### config.mk
export PLATFORM = sky130hd
export DESIGN_NAME = cellular_link_supervisor_core
export DESIGN_NICKNAME = d
export VERILOG_FILES = /design/src/hw/rtl/cls_pkg.sv /design/src/hw/rtl/cellular_link_supervisor_core.sv /design/src/hw/rtl/cls_step.sv
export SDC_FILE = /design/constraint.sdc
export NUM_CORES = 1
export LEC_CHECK = 0
export CORE_MARGIN = 3
export CORE_UTILIZATION = 62
export DETAILED_ROUTE_END_ITERATION = 16
export DONT_BUFFER_PORTS = 1
export MAX_ROUTING_LAYER = met4
export PLACE_DENSITY_LB_ADDON = 0.2
export SKIP_CTS_REPAIR_TIMING = 1
export SYNTH_ARGS = -nofsm -noshare
export SYNTH_HDL_FRONTEND = slang
export SYNTH_SLANG_ARGS = --single-unit
### constraint.sdc
create_clock -name clk -period 8.72 [get_ports clk]
set_input_delay 1.308 -clock clk [delete_from_list [all_inputs] [get_ports clk]]
set_output_delay 1.308 -clock clk [all_outputs]
set_load 0.01 [all_outputs]
### src/hw/rtl/cls_pkg.sv
// Shared types, codes and constants of the cellular link supervisor.
package cls_pkg;

  // Link phases
  localparam logic [2:0] PH_OFF       = 3'd0;
  localparam logic [2:0] PH_SETTLING  = 3'd1;
  localparam logic [2:0] PH_INIT      = 3'd2;
  localparam logic [2:0] PH_NETWORK   = 3'd3;
  localparam logic [2:0] PH_ATTACHING = 3'd4;
  localparam logic [2:0] PH_READY     = 3'd5;
  localparam logic [2:0] PH_BACKOFF   = 3'd6;

  // Item kinds carried in tuser
  localparam logic [2:0] MODE_TICK      = 3'd0;
  localparam logic [2:0] MODE_START     = 3'd1;
  localparam logic [2:0] MODE_XPORT     = 3'd2;
  localparam logic [2:0] MODE_LOST      = 3'd3;
  localparam logic [2:0] MODE_CONNECTED = 3'd4;
  localparam logic [2:0] MODE_ACQUIRE   = 3'd5;
  localparam logic [2:0] MODE_RELEASE   = 3'd6;

  // Modem commands
  localparam logic [2:0] CMD_NONE      = 3'd0;
  localparam logic [2:0] CMD_PROBE     = 3'd1;
  localparam logic [2:0] CMD_INIT      = 3'd2;
  localparam logic [2:0] CMD_INIT_ECHO = 3'd3;
  localparam logic [2:0] CMD_RECONNECT = 3'd4;
  localparam logic [2:0] CMD_CONNECT   = 3'd5;
  localparam logic [2:0] CMD_RESET     = 3'd6;
  localparam logic [2:0] CMD_RADIO     = 3'd7;

  // Configuration register indexes
  localparam logic [2:0] REG_BOOT_SETTLE   = 3'd0;
  localparam logic [2:0] REG_RESET_SETTLE  = 3'd1;
  localparam logic [2:0] REG_NET_TIMEOUT   = 3'd2;
  localparam logic [2:0] REG_ATT_TIMEOUT   = 3'd3;
  localparam logic [2:0] REG_HEALTH_PERIOD = 3'd4;
  localparam logic [2:0] REG_NET_CHECK     = 3'd5;
  localparam logic [2:0] REG_GOOD_WAIT     = 3'd6;
  localparam logic [2:0] REG_GOOD_MIN      = 3'd7;

  localparam int CFG_INDEX_W = 3;
  localparam int CFG_DATA_W  = 18;

  // Other fixed values
  localparam logic [16:0] PROBE_WINDOW_MS = 17'd20000;
  localparam logic [2:0]  REG_DENIED      = 3'd3;
  localparam logic [6:0]  CSQ_UNKNOWN     = 7'd99;
  localparam logic [6:0]  CSQ_MAX         = 7'd31;
  localparam logic [7:0]  RSSI_BASE       = 8'd143;
  localparam logic [2:0]  FAIL_MAX        = 3'd4;
  localparam logic [7:0]  COUNT_MAX       = 8'd255;

  // Register reset values
  localparam logic [15:0] BOOT_SETTLE_RST   = 16'd5000;
  localparam logic [15:0] RESET_SETTLE_RST  = 16'd3000;
  localparam logic [17:0] NET_TIMEOUT_RST   = 18'd60000;
  localparam logic [17:0] ATT_TIMEOUT_RST   = 18'd25000;
  localparam logic [17:0] HEALTH_PERIOD_RST = 18'd30000;
  localparam logic [15:0] NET_CHECK_RST     = 16'd3000;
  localparam logic [17:0] GOOD_WAIT_RST     = 18'd20000;
  localparam logic [4:0]  GOOD_MIN_RST      = 5'd15;

  typedef struct packed {
    logic [15:0] cold_settle_ms;
    logic [15:0] reset_settle_ms;
    logic [17:0] network_timeout_ms;
    logic [17:0] attach_timeout_ms;
    logic [17:0] health_period_ms;
    logic [15:0] net_check_ms;
    logic [17:0] good_signal_wait_ms;
    logic [4:0]  good_signal_min;
  } cls_cfg_t;

  typedef struct packed {
    logic [2:0]  mode;
    logic [31:0] now_ms;
    logic        at_ok;
    logic        init_ok;
    logic        net_registered;
    logic [2:0]  reg_status;
    logic [6:0]  signal_quality;
    logic        gprs_up;
    logic [31:0] ip_addr;
    logic        mqtt_up;
  } cls_item_t;

  typedef struct packed {
    logic [2:0]  phase;
    logic [31:0] phase_start;
    logic [31:0] last_poll;
    logic [31:0] retry_at;
    logic [31:0] last_health;
    logic [2:0]  fail_count;
    logic        after_reset;
    logic        http_owned;
    logic        paused_by_fail;
    logic        redo_context;
    logic        check_same_ip;
    logic [31:0] previous_ip;
    logic [31:0] activation_count;
    logic [7:0]  transport_streak;
    logic [7:0]  reset_count;
  } cls_state_t;

  typedef struct packed {
    logic [2:0]        link_state;
    logic [2:0]        modem_cmd;
    logic              pause_mqtt;
    logic              resume_mqtt;
    logic              http_granted;
    logic              close_http;
    logic [31:0]       pdp_sequence;
    logic signed [7:0] rssi_dbm;
  } cls_result_t;

  // Retry delay for a failure count index.
  function automatic logic [14:0] retry_wait(input logic [1:0] idx);
    logic [14:0] w;
    unique case (idx)
      2'd0: w = 15'd2000;
      2'd1: w = 15'd5000;
      2'd2: w = 15'd15000;
      2'd3: w = 15'd30000;
      default: w = 15'd30000;
    endcase
    return w;
  endfunction

endpackage

### src/hw/rtl/cellular_link_supervisor_core.sv
// Top level of the cellular link supervisor: stream ports, registers and state.
//
// Usage: each input transfer on the s_axis channel is one tick or event, its
// kind in tuser and the modem's sampled answers in tdata. Every input transfer
// gives exactly one result transfer on the m_axis channel: the link phase after
// the item, the modem command to issue, the MQTT and HTTP flags, the context
// activation count and the signal strength in dBm.
// The result is in the output register at the clock edge after the input
// transfer. One item is taken per cycle while the output register is empty
// or its result is taken; the whole state update is one pass of flat logic
// from the state registers to their next values, so throughput is then one
// item per cycle. Configuration writes (cfg_wr_en, cfg_index, cfg_wdata) take
// effect at the clock edge; the user must make them while no item is in
// flight, which the block does not enforce. Reset (rst, synchronous) sets the
// phase to off, clears all state and the output valid, loads the register
// defaults, and s_axis_tready is low during reset. When the receiver stalls,
// the result is held; a new item is taken in the cycle the result is taken.
module cellular_link_supervisor_core (
  input  logic                                clk,
  input  logic                                rst,
  // Input items
  input  logic                                s_axis_tvalid,
  output logic                                s_axis_tready,
  // now_ms[31:0], at_ok[32], init_ok[33], net_registered[34], reg_status[37:35],
  // signal_quality[44:38], gprs_up[45], ip_addr[77:46], mqtt_up[78], zero[79]
  input  logic [79:0]                         s_axis_tdata,
  // mode[2:0]
  input  logic [2:0]                          s_axis_tuser,
  // Results
  output logic                                m_axis_tvalid,
  input  logic                                m_axis_tready,
  // link_state[2:0], modem_cmd[5:3], pause_mqtt[6], resume_mqtt[7],
  // http_granted[8], close_http[9], pdp_sequence[41:10], rssi_dbm[49:42], zero[55:50]
  output logic [55:0]                         m_axis_tdata,
  // Configuration writes
  input  logic                                cfg_wr_en,
  input  logic [cls_pkg::CFG_INDEX_W-1:0]     cfg_index,
  input  logic [cls_pkg::CFG_DATA_W-1:0]      cfg_wdata
);
  import cls_pkg::*;

  cls_cfg_t    cfg;
  cls_state_t  st;
  cls_state_t  st_next;
  cls_item_t   item;
  cls_result_t res;
  logic        accept;

  // Handshake: a held result does not block a new item once it is taken.
  assign s_axis_tready = !rst && (!m_axis_tvalid || m_axis_tready);
  assign accept        = s_axis_tvalid && s_axis_tready;

  // Unpack the input transfer
  assign item.mode           = s_axis_tuser;
  assign item.now_ms         = s_axis_tdata[31:0];
  assign item.at_ok          = s_axis_tdata[32];
  assign item.init_ok        = s_axis_tdata[33];
  assign item.net_registered = s_axis_tdata[34];
  assign item.reg_status     = s_axis_tdata[37:35];
  assign item.signal_quality = s_axis_tdata[44:38];
  assign item.gprs_up        = s_axis_tdata[45];
  assign item.ip_addr        = s_axis_tdata[77:46];
  assign item.mqtt_up        = s_axis_tdata[78];

  // Configuration registers
  always_ff @(posedge clk) begin
    if (rst) begin
      cfg.cold_settle_ms      <= BOOT_SETTLE_RST;
      cfg.reset_settle_ms     <= RESET_SETTLE_RST;
      cfg.network_timeout_ms  <= NET_TIMEOUT_RST;
      cfg.attach_timeout_ms   <= ATT_TIMEOUT_RST;
      cfg.health_period_ms    <= HEALTH_PERIOD_RST;
      cfg.net_check_ms        <= NET_CHECK_RST;
      cfg.good_signal_wait_ms <= GOOD_WAIT_RST;
      cfg.good_signal_min     <= GOOD_MIN_RST;
    end else if (cfg_wr_en) begin
      unique case (cfg_index)
        REG_BOOT_SETTLE:   cfg.cold_settle_ms      <= cfg_wdata[15:0];
        REG_RESET_SETTLE:  cfg.reset_settle_ms     <= cfg_wdata[15:0];
        REG_NET_TIMEOUT:   cfg.network_timeout_ms  <= cfg_wdata;
        REG_ATT_TIMEOUT:   cfg.attach_timeout_ms   <= cfg_wdata;
        REG_HEALTH_PERIOD: cfg.health_period_ms    <= cfg_wdata;
        REG_NET_CHECK:     cfg.net_check_ms        <= cfg_wdata[15:0];
        REG_GOOD_WAIT:     cfg.good_signal_wait_ms <= cfg_wdata;
        REG_GOOD_MIN:      cfg.good_signal_min     <= cfg_wdata[4:0];
        default: begin
        end
      endcase
    end
  end

  cls_step u_step (
    .cfg     (cfg),
    .st      (st),
    .item    (item),
    .st_next (st_next),
    .res     (res)
  );

  // Supervisor state advances on every input transfer.
  always_ff @(posedge clk) begin
    if (rst) begin
      // The off phase has code zero, so clearing the state also selects it.
      st <= '0;
    end else if (accept) begin
      st <= st_next;
    end
  end

  // Output register
  always_ff @(posedge clk) begin
    if (rst) begin
      m_axis_tvalid <= 1'b0;
    end else if (accept) begin
      m_axis_tvalid <= 1'b1;
    end else if (m_axis_tready) begin
      m_axis_tvalid <= 1'b0;
    end
  end

  always_ff @(posedge clk) begin
    if (accept) begin
      m_axis_tdata <= {6'd0, res.rssi_dbm, res.pdp_sequence, res.close_http,
                       res.http_granted, res.resume_mqtt, res.pause_mqtt,
                       res.modem_cmd, res.link_state};
    end
  end

  // A transfer in always leaves a result waiting in the next cycle.
  a_result_follows: assert property (@(posedge clk) disable iff (rst)
    accept |=> m_axis_tvalid)
    else $error("accepted item left no result");

  // The reported phase is the phase the state register moved to.
  a_phase_matches: assert property (@(posedge clk) disable iff (rst)
    $past(accept && !rst) |-> m_axis_tdata[2:0] == st.phase)
    else $error("result phase differs from state");

  // The failure count saturates at its ceiling.
  a_fail_sat: assert property (@(posedge clk) disable iff (rst)
    st.fail_count <= FAIL_MAX)
    else $error("failure count above ceiling");

  // The activation count only moves on an input transfer.
  a_count_hold: assert property (@(posedge clk) disable iff (rst)
    !accept |=> $stable(st.activation_count))
    else $error("activation count moved without an item");

  // An empty output register never holds off the input side.
  a_no_idle_stall: assert property (@(posedge clk) disable iff (rst)
    !m_axis_tvalid |-> s_axis_tready)
    else $error("input stalled with empty output register");

endmodule

### src/hw/rtl/cls_step.sv
// Next-state and result logic for one supervisor item.
module cls_step (
  input  cls_pkg::cls_cfg_t    cfg,
  input  cls_pkg::cls_state_t  st,
  input  cls_pkg::cls_item_t   item,
  output cls_pkg::cls_state_t  st_next,
  output cls_pkg::cls_result_t res
);
  import cls_pkg::*;

  // Retry wait: pause the session and arm the backoff timer.
  function automatic cls_state_t enter_backoff(input cls_state_t s, input logic [31:0] now);
    cls_state_t r;
    logic [1:0] idx;
    r = s;
    idx = (s.fail_count < FAIL_MAX) ? s.fail_count[1:0] : 2'd3;
    if (s.fail_count < FAIL_MAX) begin
      r.fail_count = s.fail_count + 3'd1;
    end
    r.paused_by_fail = 1'b1;
    r.http_owned = 1'b0;
    r.phase = PH_BACKOFF;
    r.retry_at = now + {17'd0, retry_wait(idx)};
    return r;
  endfunction

  // Modem reset: clears recovery flags and goes back to settling.
  function automatic cls_state_t reset_modem(input cls_state_t s, input logic [31:0] now);
    cls_state_t r;
    r = s;
    r.paused_by_fail = 1'b1;
    r.http_owned = 1'b0;
    r.transport_streak = 8'd0;
    r.redo_context = 1'b0;
    r.check_same_ip = 1'b0;
    if (s.reset_count < COUNT_MAX) begin
      r.reset_count = s.reset_count + 8'd1;
    end
    r.after_reset = 1'b1;
    r.phase = PH_SETTLING;
    r.phase_start = now;
    return r;
  endfunction

  logic [31:0] now;
  logic [31:0] elapsed;
  logic [31:0] since_poll;
  logic [31:0] since_health;
  logic [15:0] settle;
  logic [16:0] settle_limit;
  logic        good;
  logic [2:0]  reset_cmd;
  logic [7:0]  streak_inc;
  logic        ready_free;

  assign now          = item.now_ms;
  assign elapsed      = now - st.phase_start;
  assign since_poll   = now - st.last_poll;
  assign since_health = now - st.last_health;
  assign settle       = st.after_reset ? cfg.reset_settle_ms : cfg.cold_settle_ms;
  assign settle_limit = {1'b0, settle} + PROBE_WINDOW_MS;
  assign good         = (item.signal_quality >= {2'b00, cfg.good_signal_min}) &&
                        (item.signal_quality != CSQ_UNKNOWN);
  assign reset_cmd    = st.reset_count[0] ? CMD_RADIO : CMD_RESET;
  assign streak_inc   = (st.transport_streak < COUNT_MAX) ? st.transport_streak + 8'd1
                                                           : st.transport_streak;
  assign ready_free   = (st.phase == PH_READY) && !st.http_owned;

  // Item decode and state update
  always_comb begin
    st_next = st;
    res = '0;
    unique case (item.mode)
      MODE_TICK: begin
        unique case (st.phase)
          PH_SETTLING: begin
            if (elapsed >= {16'd0, settle}) begin
              if (elapsed > {15'd0, settle_limit}) begin
                st_next = enter_backoff(st, now);
                res.pause_mqtt = 1'b1;
              end else begin
                res.modem_cmd = CMD_PROBE;
                if (item.at_ok) begin
                  st_next.phase = PH_INIT;
                  st_next.phase_start = now;
                end
              end
            end
          end
          PH_INIT: begin
            res.modem_cmd = item.init_ok ? CMD_INIT : CMD_INIT_ECHO;
            st_next.phase = PH_NETWORK;
            st_next.phase_start = now;
            st_next.last_poll = now;
          end
          PH_NETWORK: begin
            if (item.net_registered) begin
              st_next.phase = PH_ATTACHING;
              st_next.phase_start = now;
            end else if (since_poll >= {16'd0, cfg.net_check_ms}) begin
              st_next.last_poll = now;
              if ((item.reg_status == REG_DENIED) ||
                  (good && elapsed >= {14'd0, cfg.good_signal_wait_ms}) ||
                  (elapsed > {14'd0, cfg.network_timeout_ms})) begin
                st_next = reset_modem(st, now);
                res.pause_mqtt = 1'b1;
                res.modem_cmd = reset_cmd;
              end
            end
          end
          PH_ATTACHING: begin
            if (st.redo_context) begin
              st_next.redo_context = 1'b0;
              st_next.check_same_ip = 1'b1;
              st_next.phase_start = now;
              res.modem_cmd = CMD_RECONNECT;
            end else if (item.gprs_up) begin
              if (st.check_same_ip && item.ip_addr != 32'd0 &&
                  item.ip_addr == st.previous_ip) begin
                // Same address after a rebuild: the context did not really renew.
                st_next = reset_modem(st, now);
                res.pause_mqtt = 1'b1;
                res.modem_cmd = reset_cmd;
              end else begin
                st_next.check_same_ip = 1'b0;
                st_next.previous_ip = item.ip_addr;
                st_next.activation_count = st.activation_count + 32'd1;
                st_next.fail_count = 3'd0;
                st_next.phase = PH_READY;
                st_next.last_health = now;
                if (st.paused_by_fail) begin
                  st_next.paused_by_fail = 1'b0;
                  res.resume_mqtt = 1'b1;
                end
              end
            end else if (elapsed > {14'd0, cfg.attach_timeout_ms}) begin
              st_next = reset_modem(st, now);
              res.pause_mqtt = 1'b1;
              res.modem_cmd = reset_cmd;
            end else begin
              res.modem_cmd = CMD_CONNECT;
            end
          end
          PH_READY: begin
            if (!st.http_owned && !item.mqtt_up &&
                since_health >= {14'd0, cfg.health_period_ms}) begin
              st_next.last_health = now;
              if (!item.gprs_up) begin
                st_next.redo_context = 1'b1;
                st_next = enter_backoff(st_next, now);
                res.pause_mqtt = 1'b1;
              end
            end
          end
          PH_BACKOFF: begin
            if (now >= st.retry_at) begin
              st_next.phase = PH_INIT;
              st_next.phase_start = now;
            end
          end
          default: begin
          end
        endcase
      end
      MODE_START: begin
        st_next.phase = PH_SETTLING;
        st_next.phase_start = now;
      end
      MODE_XPORT: begin
        if (ready_free) begin
          st_next.transport_streak = streak_inc;
          if (streak_inc >= 8'd2) begin
            st_next = reset_modem(st_next, now);
            res.modem_cmd = reset_cmd;
          end else begin
            st_next.redo_context = 1'b1;
            st_next = enter_backoff(st_next, now);
          end
          res.pause_mqtt = 1'b1;
        end
      end
      MODE_LOST: begin
        if (ready_free) begin
          if (st.transport_streak == 8'd0) begin
            st_next.transport_streak = 8'd1;
          end
          st_next.redo_context = 1'b1;
          st_next = enter_backoff(st_next, now);
          res.pause_mqtt = 1'b1;
        end
      end
      MODE_CONNECTED: begin
        st_next.transport_streak = 8'd0;
        st_next.reset_count = 8'd0;
      end
      MODE_ACQUIRE: begin
        if (ready_free) begin
          st_next.http_owned = 1'b1;
          res.pause_mqtt = 1'b1;
          res.http_granted = 1'b1;
        end
      end
      MODE_RELEASE: begin
        if (st.http_owned) begin
          st_next.http_owned = 1'b0;
          res.close_http = 1'b1;
          res.resume_mqtt = 1'b1;
        end
      end
      default: begin
      end
    endcase
    res.link_state = st_next.phase;
    res.pdp_sequence = st_next.activation_count;
    // Signal strength: -113 dBm plus 2 dB per step, zero above 31 (so also when unknown).
    res.rssi_dbm = (item.signal_quality > CSQ_MAX) ? 8'sd0 :
                   $signed(RSSI_BASE + {2'b00, item.signal_quality[4:0], 1'b0});
  end

endmodule
# == Word level (Yosys, flattened, before mapping) ==
# Index checks and enable logic that the tools add are counted.
# totals
out_inout_bits,58
register_bits,395
# op_classes
n_reduce_logical,52
n_lt_le_gt_ge,14
n_addsub,13
bitwise_logic,8
muxes,88
n_eq_ne,67
# op_table
cell,n
$mux 219,10
$pmux 152 s4,1
$pmux 100 s3,1
$pmux 35 s6,1
$pmux 67 s3,1
$mux 15,13
$mux 184,1
$mux 35,5
$pmux 32 s5,1
$mux 152,1
$pmux 35 s4,1
$add 32x15->32,4
$mux 102,1
$mux 96,1
$sub 32x32->32,3
$mux 80,1
$reduce_and 14->1,5
$ge 32x16->1,2
$ge 32x18->1,2
$gt 32x18->1,2
$mux 64,1
$pmux 16 s4,1
$pmux 15 s4,1
$reduce_and 11->1,4
other kinds (56),178

# == Logic depth before layout (Yosys ltp) ==
# depth
depth_word,13
mapped_depth,25
mapped_depth_nobuf,24

# == By module ==
# A second synthesis with hierarchy kept.
# hier_totals
cells_unflattened,4110
area_unflattened_um2,33353.2
# modules_own_cells
mod,instances,cells_per_inst,area_per_inst_um2
cls_step,1,2809,18869.3
cellular_link_supervisor_core,1,1301,14483.9

# == Least setup slack after synthesis ==
# Ideal clock, no wire load.
# synth_timing
path_kind,input-to-reg
start,input port s_axis_tdata[5]
end,register st[154] (netlist name)
arrival_time_ns,5.961
slack_ns,2.689
required_ns,8.650
path_stages,23
path_buffers,1
setup_time_ns,0.070
cell_sequence,ha_1 -> o21a_1 -> o211ai_1 -> a31o_2 -> nand2_1 -> a21o_1 -> a21o_1 -> a31oi_1 -> xnor2_1 -> ha_1 -> a21o_1 -> a21o_1 -> a2111oi_0 -> o211ai_1 -> a31oi_1 -> o311a_1 -> nor4b_1 -> and3_1 -> or3b_1 -> a21oi_2 -> clkbuf_1 -> nand3_1 -> a21oi_1
# synth_via
elab_chain_cells,7
elab_cells_between_ends,11
# synth_rtl
item,line_no,rtl
from (decl),cellular_link_supervisor_core.sv:26,"input logic [79:0] s_axis_tdata,"
$sub 32x32->32,cls_step.sv:57,assign elapsed = now - st.phase_start;
$ge 32x18->1,cls_step.sv:103,"(good && elapsed >= {14'd0, cfg.good_signal_wait_ms}) ||"
$logic_and 1x1->1,cls_step.sv:103,
$logic_or 1x1->1,cls_step.sv:102,if ((item.reg_status == REG_DENIED) ||
$logic_or 1x1->1,cls_step.sv:103,
$ne 2x2->1 (no source line),--,
$reduce_and 11->1 (no source line) (*),--,
# Every way passes the cells marked *; elsewhere a longest branch is shown, timed or not.
# A chain may end at the register's enable or synchronous reset.

# == Worst setup path in the final report ==
# layout_timing
start,input port s_axis_tdata[0]
end,register st[121] (netlist name)
# layout_via
elab_chain_cells,5
elab_cells_between_ends,23
# layout_rtl
item,line_no,rtl
$sub 32x32->32 / $add 32x15->32 (equally long branches),"cls_step.sv:59, cls_step.sv:23",
$ge 32x18->1 (tied with other cells),cls_step.sv:146,"since_health >= {14'd0, cfg.health_period_ms}) begin"
$logic_and 1x1->1 (tied with other cells),cls_step.sv:145,if (!st.http_owned && !item.mqtt_up &&
$ne 3x3->1 (no source line) / $pmux 152 s4 (equally long branches),--,
$reduce_and 12->1 (no source line) / $pmux 100 s3 (equally long branches),--,
# Parallel ways exist; a longest one is shown, timed or not. The select of a mux whose other input is x is not followed.

==> reports/qor.csv <==
metric;value;unit
CP Launch Type;input port;
die width;217;um
Yosys warnings;0;
fin crit share;79.2;%
Int Power;3330;uW
clk sinks;394;
worst ir drop on vdd;0.175;mV
fin crit period;6.90;ns
H-Tree Depth;2;
RSZ-0062 raised after global routing;false;
switching share of power;27.1;%
drt wl/cell;19.5;um
most frequent cells in the layout;nand2_1 (438), dfxtp_1 (345), a21oi_1 (330), inv_1 (282), ha_1 (272);
CTS tree;yes;
largest fanout on the critical path;33;
Worst-Skew Late Latency;0.59;ns
setup_tns;0;ns
met3 Track Usage GR;3.84;%
final wirelength;77.8;mm
Leak;0.0111;uW
final setup violation count;0;
hold wc startpoint;cfg[58]$_SDFFE_PP0P_;
worst-case clock skew;0.0346;ns
setup ws final;1.82;ns
Ant. Diodes;0;
Top Usage Layer GRT;met2;
first-pass GRT wire length;124;mm
Std-Cell Rows;76;
Comb pwr share;16.4;%
GPL Wtd Cong;0.959;
initial antenna violation count;0;
WP data required;9.18;ns
routed vias;24954;
top cells by area, synth;dfxtp_1 (25%), ha_1 (12%), a21oi_1 (6.0%);
DRT antenna net count;0;
max_slew headroom;18.0;%
Worst-path clk slew;0.06;ns
P_sw;1240;uW
commonest non-fill, non-tap cell in the layout;nand2_1;
GR met1 Demand/Resource;38.4;%
Max clock buf depth;3;
largest net degree at the start of global routing;344;
Starting Density;63.3;%
final hold violation count;0;
cell family with most CP delay;compound AO/OA/AOI/OAI gates;
DPL Wire Length;58.4;mm
Post-synth EDFFs;49;
total grt overflow;0;
Post-Synthesis Cells;3474;
synthesized flop and latch total;394;
outcome;completed;
Least-Margin Pin Slew;1.20;ns
top cell type's share of synthesized area;25.1;%
Top FF cell, synth;dfxtp_1;
Setup WS pre-CTS;1.24;ns
fin. max-slew vios;0;
total CTS buffers;43;
Ports;167;
Finished Cell Area;0.0292;mm^2
root buffer cell;clkbuf_16;
fmax;145;MHz
hold crit path type;register to register;
met2 Usage GRT;57.9;%
Unique masters post-synth;95;
Seq pwr share;41.4;%
Layout Area Growth over Synthesis;6.19;%
syn_area_per_cell;7.92;um^2
ys async rst share;0;%
share of cells above drive strength 1;3.78;%
CP bufs+invs;2;
Critical R2R Launch;st[189]$_SDFFE_PP0P_;
DR DRC count;0;
CP Data Arrival Time;7.36;ns
placed cell areas;0.0277;mm^2
Vert. Die Dim;217;um
Setup Crit Path Kind;input port to register;
power per cell area;156;mW/mm^2
Largest stage delay, worst path;1.04;ns
Vias/cell;6.24;
nets@finish;3763;
Tot GR Track Use;33.1;%
Post-Syn Area;0.0275;mm^2
number of global-route vias before repair;24817;
Cell Chain, Critical Path;inv_1 -> ha_1 -> inv_1 -> fa_1 -> a211oi_1 -> o211ai_1 -> nand2_1 -> nand2_1 -> xor2_1 -> ha_1 -> a21o_1 -> a211o_1 -> a2111oi_0 -> o21ai_0 -> a2111oi_0 -> nand2b_1 -> and3_1 -> a31oi_1 -> nor3b_2 -> nand2_4 -> mux2_2;
Max Cap Viol;0;
CP max-delay cell;a2111oi_0;
core area;0.0435;mm^2
TritonRoute pass-1 iters;8;
Clock Power Share;42.2;%
DRT iter0 DRCs;2187;
Power Total;4560;uW
sequential share of the synthesized area;30.5;%
Crit. End Element;register;
# port buffers;0;
Filler cells;3540;
cell taking the most area after synthesis;dfxtp_1;
die footprint;0.0469;mm^2
Crit. Startpoint;s_axis_tdata[0];
==> flip-flops by register name, summed over array words and instances (netlist names) <==
| signal | count |
|---|---|
| cfg | 125 |
| m_axis_tdata | 49 |
| m_axis_tvalid | 1 |
| st | 219 |
==> layer usage <==
| layer | vias up | part of all wire, % |
|---|---|---|
| li1 | 12052 | - |
| met1 | 11833 | 41 |
| met2 | 853 | 49 |
| met3 | 216 | 5.7 |
| met4 | 0 | 4.2 |
| met5 | - | 0 |
==> cell type report <==
type                       instances  area (um^2)  share of cell area (%)
sequential                       394         8380                    28.7
inverter                         284         1070                    3.65
multi-input combinational       2638        17400                    59.6
tap                              585          732                    2.51
timing repair buffer              17          128                   0.437
clock buffer                      63         1270                    4.36
clock inverter                    15          226                   0.775
==> metrics by stage <==
stage               hold slack, ns  utilization (%)  cells
finish                       0.452             67.2   3996
floorplan                    0.420                -   3479
CTS                          0.453             67.2   3996
global route                 0.468             67.2   3996
global placement             0.435             63.8   3918
detailed placement           0.442             63.8   3918
==> power groups by stage <==
stage / Sequential (uW) / Combinational, uW / Clock [uW]
after floorplan: 1920 / 579 / 0
after global placement: 1930 / 707 / 0
after detailed placement: 1930 / 732 / 0
after CTS: 1890 / 738 / 1950
after global routing: 1890 / 832 / 2020
final: 1890 / 748 / 1930
==> cells in the mapped netlist (all sizes together), types with 11 or more instances <==
cell type and n:
mux2i 82, inv 283, a211o 44, dfxtp 345, buf 33, nand2b 95, o21a 32, a21oi 331
nor3 70, nor2 245, ha 272, nand3b 22, edfxtp 49, nor2b 22, clkbuf 130, a211oi 17
o21ai 112, a31oi 19, nand4 77, o31ai 49, or2 11, and4 12, and3 26, o21bai 12
a21o 56, nand3 133, or3 30, and2 22, nand2 441, o211ai 30, xor2 82, nor4 27
xnor2 105
==> worst reg2reg max path, cell delays in order, from the launching register on <==
cell       delay (ns)
dfxtp_1          0.32
inv_1            0.05
ha_1             0.34
o21a_1           0.20
o211ai_1         0.23
a31o_2           0.19
nand2_1          0.09
a21o_1           0.19
a21o_1           0.20
a31oi_1          0.19
xnor2_1          0.14
buf_4            0.18
ha_1             0.25
a21o_1           0.16
a21o_1           0.17
a21o_1           0.17
a2111oi_0        0.38
o31ai_1          0.13
o21ai_0          0.52
nor4b_1          0.33
nand3_1          0.35
o311ai_0         0.45
and3b_2          0.61
o31ai_1          0.42
==> path summary, 6_finish.rpt <==
path / slack [ns] / cells past startpoint / end
setup / recovery: 1.82 / 21 / st[121]$_SDFFE_PP0P_
hold / removal: 0.45 / 2 / cfg[58]$_SDFFE_PP0P_
setup reg to reg: 2.35 / 23 / st[194]$_SDFFE_PP0P_
hold reg to reg: 0.45 / 2 / cfg[58]$_SDFFE_PP0P_
==> logic make-up (layout without fill, tap and decap cells) <==
kind of cell	count (synthesis)	after routing	synth area share, %
xor gates and xnor gates	187	187	5.95
other	1	6	0.0136
and+or+nand+nor	1270	1270	22.3
AOI/OAI and AO/OA	810	810	18.9
muxes	89	89	3.27
buffers and inverters	447	379	6.44
DFF	394	394	30.5
adders and majority gates	276	276	12.7
No activity file was read; power rests on OpenSTA's default activity.
